===== src/design/cidwl_pkg.sv =====
`timescale 1ns / 1ps
package cidwl_pkg;

	localparam int MAX_CARDS = 32;
	localparam int NUM_W     = 56;
	localparam int RIGHTS_W  = 8;
	localparam int SLOT_W    = 5;
	localparam int COUNT_W   = 6;

	localparam logic [1:0] OP_LOOKUP = 2'd0;
	localparam logic [1:0] OP_ENROLL = 2'd1;
	localparam logic [1:0] OP_CLEAR  = 2'd2;

	localparam logic [RIGHTS_W-1:0] RIGHTS_DENIED = 8'd0;
	localparam logic [RIGHTS_W-1:0] RIGHTS_ADMIN  = 8'd3;

	localparam logic [1:0] VERDICT_UNKNOWN = 2'd0;
	localparam logic [1:0] VERDICT_DENIED  = 2'd1;
	localparam logic [1:0] VERDICT_GRANTED = 2'd2;
	localparam logic [1:0] VERDICT_ADMIN   = 2'd3;

	typedef struct packed {
		logic [1:0]          op;
		logic [NUM_W-1:0]    card_number;
		logic [RIGHTS_W-1:0] rights;
	} in_item_t;

	typedef struct packed {
		logic [1:0]         verdict;
		logic [SLOT_W-1:0]  slot;
		logic               table_full;
		logic [COUNT_W-1:0] entry_count;
	} out_item_t;

	typedef enum logic [1:0] {
		CMD_LOOKUP,
		CMD_ENROLL,
		CMD_CLEAR,
		CMD_NOP
	} cmd_kind_t;

	typedef struct packed {
		cmd_kind_t           kind;
		logic [NUM_W-1:0]    card_number;
		logic [RIGHTS_W-1:0] rights;
	} cmd_t;

	typedef struct packed {
		logic [NUM_W-1:0]    card_number;
		logic [RIGHTS_W-1:0] rights;
	} entry_t;

	function automatic logic [1:0] rights_verdict(input logic [RIGHTS_W-1:0] r);
		logic [1:0] v;
		if (r == RIGHTS_DENIED) begin
			v = VERDICT_DENIED;
		end else if (r == RIGHTS_ADMIN) begin
			v = VERDICT_ADMIN;
		end else begin
			v = VERDICT_GRANTED;
		end
		return v;
	endfunction

endpackage


===== src/design/cidwl_front.sv =====
`timescale 1ns / 1ps
module cidwl_front import cidwl_pkg::*; (
	input  logic     clk,
	input  logic     arst_n,
	input  logic     push,
	output logic     full,
	input  in_item_t item,
	output logic     cmd_valid,
	output cmd_t     cmd,
	input  logic     cmd_take
);

	// two-entry command queue between decode and execution
	cmd_t       slot_q [2];
	logic       wr_ptr_q;
	logic       rd_ptr_q;
	logic [1:0] fill_q;
	cmd_t       decoded;
	logic       wr_en;
	logic       rd_en;

	always_comb begin
		decoded.card_number = item.card_number;
		decoded.rights      = item.rights;
		unique case (item.op)
			OP_LOOKUP: decoded.kind = CMD_LOOKUP;
			OP_ENROLL: decoded.kind = CMD_ENROLL;
			OP_CLEAR:  decoded.kind = CMD_CLEAR;
			default:   decoded.kind = CMD_NOP;
		endcase
	end

	assign full      = (fill_q == 2'd2);
	assign wr_en     = push && !full;
	assign cmd_valid = (fill_q != 2'd0);
	assign rd_en     = cmd_take && cmd_valid;
	assign cmd       = slot_q[rd_ptr_q];

	always_ff @(posedge clk or negedge arst_n) begin
		if (!arst_n) begin
			wr_ptr_q <= 1'b0;
			rd_ptr_q <= 1'b0;
			fill_q   <= 2'd0;
		end else begin
			if (wr_en) begin
				wr_ptr_q <= !wr_ptr_q;
			end
			if (rd_en) begin
				rd_ptr_q <= !rd_ptr_q;
			end
			case ({wr_en, rd_en})
				2'b10:   fill_q <= fill_q + 2'd1;
				2'b01:   fill_q <= fill_q - 2'd1;
				default: fill_q <= fill_q;
			endcase
		end
	end

	always_ff @(posedge clk) begin
		if (wr_en) begin
			slot_q[wr_ptr_q] <= decoded;
		end
	end

endmodule


===== src/design/cidwl_back.sv =====
`timescale 1ns / 1ps
module cidwl_back import cidwl_pkg::*; (
	input  logic      clk,
	input  logic      arst_n,
	input  logic      cmd_valid,
	input  cmd_t      cmd,
	output logic      cmd_take,
	output logic      empty,
	input  logic      pop,
	output out_item_t result
);

	typedef enum logic {
		ST_IDLE,
		ST_SCAN
	} state_t;

	state_t             state_q;
	logic [COUNT_W-1:0] count_q;
	logic [COUNT_W-1:0] iss_idx_q;
	logic [NUM_W-1:0]   num_q;
	logic               out_valid_q;
	out_item_t          out_q;
	logic               cmp_vld_s1;
	logic [SLOT_W-1:0]  cmp_idx_s1;
	entry_t             rd_entry_s1;

	entry_t             mem [MAX_CARDS];

	logic               rd_en;
	logic               wr_en;
	logic               has_room;
	logic               hit;
	logic               last;
	out_item_t          out_d;
	logic               out_load;
	logic               out_set;

	assign cmd_take = (state_q == ST_IDLE) && cmd_valid && (!out_valid_q || pop);
	assign has_room = (count_q < COUNT_W'(MAX_CARDS));
	assign wr_en    = cmd_take && (cmd.kind == CMD_ENROLL) && has_room;
	assign rd_en    = (state_q == ST_SCAN) && (iss_idx_q < count_q);
	assign hit      = cmp_vld_s1 && (rd_entry_s1.card_number == num_q);
	assign last     = cmp_vld_s1 && ((COUNT_W'(cmp_idx_s1) + COUNT_W'(1)) == count_q);

	assign empty  = !out_valid_q;
	assign result = out_q;

	// next result word; a lookup loads its miss answer when taken
	always_comb begin
		out_d    = out_q;
		out_load = 1'b0;
		out_set  = 1'b0;
		if (state_q == ST_IDLE) begin
			out_d = '{verdict: VERDICT_UNKNOWN, slot: '0,
				table_full: 1'b0, entry_count: count_q};
			if (cmd_take) begin
				out_load = 1'b1;
				unique case (cmd.kind)
					CMD_LOOKUP: begin
						out_set = (count_q == '0);
					end
					CMD_ENROLL: begin
						out_set = 1'b1;
						if (has_room) begin
							out_d.slot        = count_q[SLOT_W-1:0];
							out_d.entry_count = count_q + COUNT_W'(1);
						end else begin
							out_d.table_full = 1'b1;
						end
					end
					CMD_CLEAR: begin
						out_set           = 1'b1;
						out_d.entry_count = '0;
					end
					default: begin
						out_set = 1'b1;
					end
				endcase
			end
		end else begin
			// the output register was drained when this lookup was taken
			out_set = hit || last;
			if (hit) begin
				out_load      = 1'b1;
				out_d.verdict = rights_verdict(rd_entry_s1.rights);
				out_d.slot    = cmp_idx_s1;
			end
		end
	end

	always_ff @(posedge clk) begin
		if (wr_en) begin
			mem[count_q[SLOT_W-1:0]] <= '{card_number: cmd.card_number, rights: cmd.rights};
		end
		if (rd_en) begin
			rd_entry_s1 <= mem[iss_idx_q[SLOT_W-1:0]];
			cmp_idx_s1  <= iss_idx_q[SLOT_W-1:0];
		end
	end

	always_ff @(posedge clk or negedge arst_n) begin
		if (!arst_n) begin
			state_q     <= ST_IDLE;
			count_q     <= '0;
			iss_idx_q   <= '0;
			num_q       <= '0;
			out_valid_q <= 1'b0;
			out_q       <= '0;
			cmp_vld_s1  <= 1'b0;
		end else begin
			if (out_set) begin
				out_valid_q <= 1'b1;
			end else if (pop && out_valid_q) begin
				out_valid_q <= 1'b0;
			end
			if (out_load) begin
				out_q <= out_d;
			end
			unique case (state_q)
				ST_IDLE: begin
					cmp_vld_s1 <= 1'b0;
					if (cmd_take) begin
						unique case (cmd.kind)
							CMD_LOOKUP: begin
								if (count_q != '0) begin
									num_q     <= cmd.card_number;
									iss_idx_q <= '0;
									state_q   <= ST_SCAN;
								end
							end
							CMD_ENROLL: begin
								if (has_room) begin
									count_q <= count_q + COUNT_W'(1);
								end
							end
							CMD_CLEAR: begin
								count_q <= '0;
							end
							default: begin
							end
						endcase
					end
				end
				ST_SCAN: begin
					if (hit || last) begin
						cmp_vld_s1 <= 1'b0;
						state_q    <= ST_IDLE;
					end else begin
						cmp_vld_s1 <= rd_en;
						if (rd_en) begin
							iss_idx_q <= iss_idx_q + COUNT_W'(1);
						end
					end
				end
				default: state_q <= ST_IDLE;
			endcase
		end
	end

	a_count_bound: assert property (@(posedge clk) disable iff (!arst_n)
		count_q <= COUNT_W'(MAX_CARDS))
		else $error("entry count above table size");

	a_scan_out_free: assert property (@(posedge clk) disable iff (!arst_n)
		(state_q == ST_SCAN) |-> !out_valid_q)
		else $error("result register busy during scan");

	a_cmp_in_scan: assert property (@(posedge clk) disable iff (!arst_n)
		cmp_vld_s1 |-> (state_q == ST_SCAN))
		else $error("compare stage live outside scan");

	a_hit_slot: assert property (@(posedge clk) disable iff (!arst_n)
		(out_valid_q && (out_q.verdict != VERDICT_UNKNOWN))
		|-> (COUNT_W'(out_q.slot) < out_q.entry_count))
		else $error("lookup hit slot beyond entry count");

	a_no_take_in_scan: assert property (@(posedge clk) disable iff (!arst_n)
		(state_q == ST_SCAN) |-> !cmd_take)
		else $error("command taken during scan");

endmodule


===== src/design/card_id_whitelist_lookup.sv =====
`timescale 1ns / 1ps
// Enroll, clear, unused ops and a lookup on an empty table: result registered when taken.
// Lookup: the scan checks entries in order and ends at the first hit or after the last one;
// the scan reads one entry per cycle from the registered memory port.
// Throughput, with pop high: one short op per cycle; a lookup holds the back end until its
// scan ends while a two-entry command queue keeps taking transfers.
// Reset clears the entry count and both queues; table contents stay undefined.
module card_id_whitelist_lookup import cidwl_pkg::*; (
	input  logic      clk,
	input  logic      arst_n,
	input  logic      push,
	output logic      full,
	input  in_item_t  item,
	output logic      empty,
	input  logic      pop,
	output out_item_t result
);

	logic cmd_valid;
	cmd_t cmd;
	logic cmd_take;

	cidwl_front u_front (
		.clk       (clk),
		.arst_n    (arst_n),
		.push      (push),
		.full      (full),
		.item      (item),
		.cmd_valid (cmd_valid),
		.cmd       (cmd),
		.cmd_take  (cmd_take)
	);

	cidwl_back u_back (
		.clk       (clk),
		.arst_n    (arst_n),
		.cmd_valid (cmd_valid),
		.cmd       (cmd),
		.cmd_take  (cmd_take),
		.empty     (empty),
		.pop       (pop),
		.result    (result)
	);

endmodule


===== config.mk =====
export PLATFORM = sky130hd
export DESIGN_NAME = card_id_whitelist_lookup
export DESIGN_NICKNAME = d
export VERILOG_FILES = /design/src/design/cidwl_pkg.sv /design/src/design/cidwl_front.sv /design/src/design/cidwl_back.sv /design/src/design/card_id_whitelist_lookup.sv
export SDC_FILE = /design/constraint.sdc
export NUM_CORES = 2
export LEC_CHECK = 0
export BUFFER_PORTS_ARGS = -buffer_cell sky130_fd_sc_hd__buf_4
export CORE_ASPECT_RATIO = 1.2
export CORE_MARGIN = 2
export CORE_UTILIZATION = 30
export DETAILED_ROUTE_END_ITERATION = 10
export PLACE_DENSITY = 0.56
export SETUP_SLACK_MARGIN = 0.4
export SYNTH_ARGS = -nofsm -noshare
export SYNTH_HDL_FRONTEND = slang
export SYNTH_SLANG_ARGS = --single-unit

===== constraint.sdc =====
create_clock -name clk -period 6.5 [get_ports clk]
set_input_delay 0.65 -clock clk [delete_from_list [all_inputs] [get_ports clk]]
set_output_delay 0.65 -clock clk [all_outputs]
set_load 0.1 [all_outputs]

* After elaboration in Yosys (flattened, before gate mapping)
Memories as Yosys holds them, arrays and structs flattened. A register that Yosys moved wholly into a read port is not among the register bits.
Index checks and enable logic that the tools add are counted.
** Operators by class
- $add $sub $neg :: 5
- Multipliers :: 0
- Div/mod/pow operators :: 0
- Magnitude comparators :: 2
- Equality and inequality tests :: 16
- Shift-type cells :: 0
- Mux-type cells :: 37
- Bitwise gates (word level) :: 1
- Reduce and logical (&&, ||, !) cells :: 29
** Operator list (count)
- $eq 56x56->1 :: 1
- $mux 6 :: 7
- $pmux 6 s2 :: 2
- $mux 1 :: 19
- $mux 7 :: 2
- $add 6x1->6 const B :: 2
- $mux 12 :: 1
- $logic_and 1x1->1 :: 10
- $ne 2x2->1 const B :: 5
- $eq 2x2->1 const B :: 4
- $eq 8x2->1 const B :: 1
- $logic_not 8->1 :: 1
- $add 5x1->6 const B :: 1
- $eq 2x1->1 const B :: 3
- $eq 6x6->1 :: 1
- $logic_not 6->1 :: 1
- $lt 6x6->1 :: 1
- $lt 6x6->1 const B :: 1
- $pmux 2 s3 :: 1
- $reduce_and 2->1 :: 3
- $reduce_bool 2->1 :: 3
- $reduce_bool 6->1 :: 1
- $mux 5 :: 1
- $reduce_and 5->1 :: 1
- other kinds (11) :: 17
** Storage, ports and cells
- Flip-flop bits (word level) :: 94
- Bits in latches :: 0
- Bits in writable memories :: 2180
- Bits in read-only memories :: 0
- Input port bits :: 70
- Output and inout port bits :: 16
- Logic and storage cells :: 106
- Memories :: 2
** Memory list
- u_back.mem :: words 32, width 64, rd ports 1, clocked after Yosys merged registers in 1, write ports 1, line cidwl_back.sv:28 : entry_t mem [MAX_CARDS];
- u_front.slot_q :: words 2, width 66, rd ports 1, clocked after Yosys merged registers in 0, write ports 1, line cidwl_front.sv:14 : cmd_t slot_q [2];

* Depth between registers and ports, before layout
- Depth after elaboration :: 7
- Depth in mapped cells :: 11
- Mapped depth without buffers :: 8

* Cells and area by module
Synthesis repeated with hierarchy kept, for this count alone.
** Unflattened totals
- Cell total of the unflattened synthesis :: 4616
- Area total of the unflattened synthesis :: 90510.6 sq um
** By module, submodules not included
- cidwl_back :: times used 1, cells an instance 4391, area each 85428.2 sq um, sequential area each 65698.0 sq um
- cidwl_front :: times used 1, cells an instance 225, area each 5082.4 sq um, sequential area each 4063.9 sq um

* Worst setup path before layout
OpenSTA, ideal clock, no wires.
- Path type :: reg2reg
- Start point :: register u_back.count_q[4]
- End point :: register u_back.iss_idx_q[4]
- Library setup time :: 0.082 ns
- Arrival time :: 6.568 ns
- Required time :: 6.418 ns
- Setup slack :: -0.150 ns
- Cell stages (with the launch flop) :: 10
- Path buffers :: 2
- Clock period less this slack :: 6.650 ns
- Path through :: dfrtp_1 -> clkbuf_1 -> inv_1 -> ha_1 -> and3_1 -> a2111oi_2 -> o211ai_1 -> buf_2 -> o21ba_1 -> a31oi_1
** Between the ends
- Elaborated cells between the ends (all ways) :: 10
- Those cells by class :: 1 x order compare; 4 x eq/ne; 5 x reduce/logical
** RTL lines
- from (decl) :: line cidwl_back.sv:19 : logic [COUNT_W-1:0] count_q;
- from (signal assigned) :: line cidwl_back.sv:134 : count_q <= count_q + COUNT_W'(1);
- $lt 6x6->1 :: line cidwl_back.sv:42 : assign rd_en = (state_q == ST_SCAN) && (iss_idx_q < count_q);
- $logic_and 1x1->1 :: line cidwl_back.sv:42
- net u_back.rd_en :: line cidwl_back.sv:30 : logic rd_en;
- $ne 2x2->1 (no line)
- $reduce_and 5->1 (no line)
- to (signal assigned) :: line cidwl_back.sv:152 : iss_idx_q <= iss_idx_q + COUNT_W'(1);
- to (decl) :: line cidwl_back.sv:20 : logic [COUNT_W-1:0] iss_idx_q;
The timed path passes the listed nets, and every way through them passes these cells.
A chain may end at the register's enable or synchronous reset.

* Worst setup path after layout
- Start point :: register u_front.rd_ptr_q
- End point :: memory u_back.mem[26][24] (netlist name), enable pin
** Between the ends
- Longest elaborated chain between the ends :: 6
** Ends and longest elaborated chain
- from (decl) :: line cidwl_front.sv:16 : logic rd_ptr_q;
- from (signal assigned) :: line cidwl_front.sv:49 : rd_ptr_q <= !rd_ptr_q;
- $mem_v2 2x66
- $eq 2x1->1 :: line cidwl_back.sv:41 : assign wr_en = cmd_take && (cmd.kind == CMD_ENROLL) && has_room;
- $logic_and 1x1->1 (2 in a row) :: line cidwl_back.sv:41
- $mux 1 :: line cidwl_back.sv:93 : if (wr_en) begin
- $mux 1 (not written as such) :: line cidwl_back.sv:94 : mem[count_q[SLOT_W-1:0]] <= '{card_number: cmd.card_number, rights: cmd.rights};
- to (decl) :: line cidwl_back.sv:28
No other way between the ends.

==> flow_metrics.env <==
export IMPL_slowest_stage="nor2_4"
export IMPL_grt_pass1_wl_um=317000
export IMPL_pwr_share_comb_pct=3.9
export IMPL_p_switching_mw=6.70
export IMPL_p_int_mw=25.0
export IMPL_cts_tree="built"
export IMPL_end_kind="register"
export IMPL_slowest_delay_ns=0.90
export IMPL_fin_skew_ns=0.0791
export IMPL_crit_family="simple AND/OR/NAND/NOR gates"
export IMPL_power_leakage_nw=32.8
export IMPL_avgSynthCellArea_um2=24.6
export IMPL_clock_latency_ns=0.90
export IMPL_path_buf_inv=1
export IMPL_grt_max_degree=116
export IMPL_grtUsageTotal_pct=14.7
export IMPL_slew_headroom_pct=13.3
export IMPL_p_per_area_nw_per_um2=308
export IMPL_synth_largest_area_cell="edfxtp_1"
export IMPL_h_tree_depth=4
export IMPL_fp_row_count=219
export IMPL_syn_nets=3708
export IMPL_cts_root_buf="clkbuf_16"
export IMPL_p_clk_share_pct=41.5
export IMPL_post_route_min_period_ns=4.79
export IMPL_clockBufferDepth=4
export IMPL_die_area_um2=301000
export IMPL_netlist_top_cells_count="edfxtp_1, mux4_2, mux2_2"
export IMPL_core_area_um2=296000
export IMPL_dp_cells=7494
export IMPL_ys_flop_type="edfxtp_1"
export IMPL_synth_most_common_cell="edfxtp_1"
export IMPL_max_cap_viol_count=0
export IMPL_dr_pass1_iters=7
export IMPL_nets=4002
export IMPL_synth_cells=3623
export IMPL_netlist_area_um2=89000
export IMPL_dp_slack_ns=1.65
export IMPL_hp_class="in -> reg"
export IMPL_cts_buffers=223
export IMPL_postCtsSetupBuffers=0
export IMPL_cts_resized=0
export IMPL_final_util_pct=34.9
export IMPL_critPathMaxFanout=28
export IMPL_synth_area_top_cells="edfxtp_1, mux4_2, dfrtp_1"
export IMPL_ant_nets=0
export IMPL_ys_ff_latch=2338
export IMPL_ir_drop_v=0.000262
export IMPL_vias=39472
export IMPL_final_setup_worst_slack_ns=1.71
export IMPL_p_seq_share_pct=54.6
export IMPL_wirelength_um=225000
export IMPL_drt_iter0_drc=4075
export IMPL_switching_share_pct=21.1
export IMPL_via_per_inst=4.95
export IMPL_yosysSeqAreaShare_pct=78.4
export IMPL_die_y_um=601
export IMPL_slew_viol_final=0
export IMPL_async_reset_ff_share_pct=3.81
export IMPL_gp_congestion=0.758
export IMPL_critPathKind="reg -> reg"
export IMPL_holdPathStages=1
export IMPL_syn_to_final_growth_pct=16.0
export IMPL_die_w_um=501
export IMPL_io_buffers=85
export IMPL_initial_utilization_pct=30.1
export IMPL_io_pins=86
export IMPL_antenna_found_initial=15
export IMPL_drc_errors=0
export IMPL_outcome="complete, no violations"
export IMPL_path_cells="mux2i_1, ha_1, nand2_1, nor2_1, nand2_1, nor2_4, buf_4"
export IMPL_cp_arrival_ns=5.27
export IMPL_synth_edff_count=2249
export IMPL_synth_top_cell_area_share_pct=75.9
export IMPL_ys_warn_count=0
export IMPL_hold_violations=0
export IMPL_place_hpwl_um=122000
export IMPL_drive_above_1_share_pct=31.7
export IMPL_grt_overflow=0
export IMPL_cp_required_ns=6.98
export IMPL_cp_start_kind="register"
export IMPL_worst_path_stages=7
export IMPL_tightestPinTransition_ns=1.30
export IMPL_fin_crit_sh_pct=73.7
export IMPL_setup_viol=0
export IMPL_wl_per_cell_um=28.2
export IMPL_rsz0062_at_grt="no"
export IMPL_final_cells=7972
export IMPL_max_freq_ghz=0.209
export IMPL_ys_types=48
export IMPL_worstRegToRegCells=7
export IMPL_fin_setup_tns_ns=0
export IMPL_fillers=27199
export IMPL_cts_clk_slew_worst_paths_ns=0.06
export IMPL_cts_hold_buf=65
export IMPL_crit_top_cell="nand2_1"
export IMPL_cts_sinks=2338
export IMPL_first_global_vias=41518
worst paths after layout:
check	end	start	slack (ns)
worst max-delay path	u_back.mem[26][24]$_DFFE_PP_	u_front.rd_ptr_q$_DFFE_PN0P_	1.71
worst min-delay path	u_front.slot_q[0][46]$_DFFE_PP_	item[46]	0.05
worst max register to register	u_back.mem[26][24]$_DFFE_PP_	u_front.rd_ptr_q$_DFFE_PN0P_	1.71
worst min register to register	u_back.num_q[17]$_DFFE_PN0P_	u_back.num_q[17]$_DFFE_PN0P_	0.50
max in group asynchronous	u_back.count_q[5]$_DFFE_PN0P_	arst_n	4.81
min in group asynchronous	u_back.result[4]$_DFFE_PN0P_	arst_n	0.34
cell usage in the layout, fill, tap and decap left out, types with 29 or more instances in the layout:
| master | n |
|---|---|
| clkbuf_1 | 36 |
| dfrtp_1 | 83 |
| clkinv_1 | 44 |
| edfxtp_1 | 2249 |
| buf_4 | 137 |
| clkbuf_16 | 225 |
| bufinv_16 | 29 |
| nor2_4 | 33 |
| buf_12 | 41 |
| dlygate4sd3_1 | 65 |
| mux4_2 | 640 |
| xnor2_1 | 43 |
| clkinv_2 | 36 |
| mux2_2 | 108 |
| mux2_1 | 87 |
registers in the layout (all words and copies together), names as in the netlist, 2 cells and up:
name and flops:
u_back.rd_entry_s1 64, u_front.slot_q 132, u_front.fill_q 2, u_back.count_q 6, u_back.num_q 56, u_back.mem 2048, u_back.iss_idx_q 6, u_back.result 14
u_back.cmp_idx_s1 5
cell families (layout without fill, tap and decap cells):
logic type               count (synthesis)  count (layout)  synth area share (%)
XOR/XNOR                                64              64                 0.630
AO/OA/AOI/OAI                           45              45                 0.385
flip-flops                            2338            2338                  78.4
AND/OR/NAND/NOR                        126             126                 0.672
adder cells (fa/ha/maj)                 15              15                 0.211
buffers and inverters                  196             667                 0.970
other                                    0              11                     0
multiplexers                           839             839                  18.7
through the flow:
stage | power (mW) | instance area, um2 | hold WS [ns]
floorplan | 18.2 | 89000 | 0.354
global placement | 18.8 | 95200 | 0.480
detailed placement | 18.9 | 95200 | 0.484
CTS | 32.1 | 103000 | 0.00816
global route | 32.7 | 103000 | 0.0296
finish | 31.7 | 103000 | 0.0542
layout make-up:
cell class	count	area (um2)	area share, %
tap	3867	4840	4.69
antenna	11	27.5	0.0267
clock inverter	133	1440	1.40
inverter	21	78.8	0.0764
multi-input combinational	1089	18600	18.0
sequential	2338	69800	67.6
clock buffer	269	5880	5.69
timing repair buffer	244	2510	2.43
power groups by stage:
stage	clock, mW	sequential [mW]	combinational (mW)
floorplan	0	17.6	0.534
global placement	0	17.7	1.19
detailed placement	0	17.7	1.25
CTS	13.5	17.3	1.29
global route	14.0	17.3	1.35
finish	13.2	17.3	1.23
metal layers:
layer	GRT usage, %	vias to the layer above	routed length, um
met1	18.7	21846	89300
met4	5.08	0	7620
met2	25.5	1168	116000
met5	0	-	0
met3	2.29	355	12000
li1	-	16103	-
Note: power is estimated with default switching activity, not from simulation.
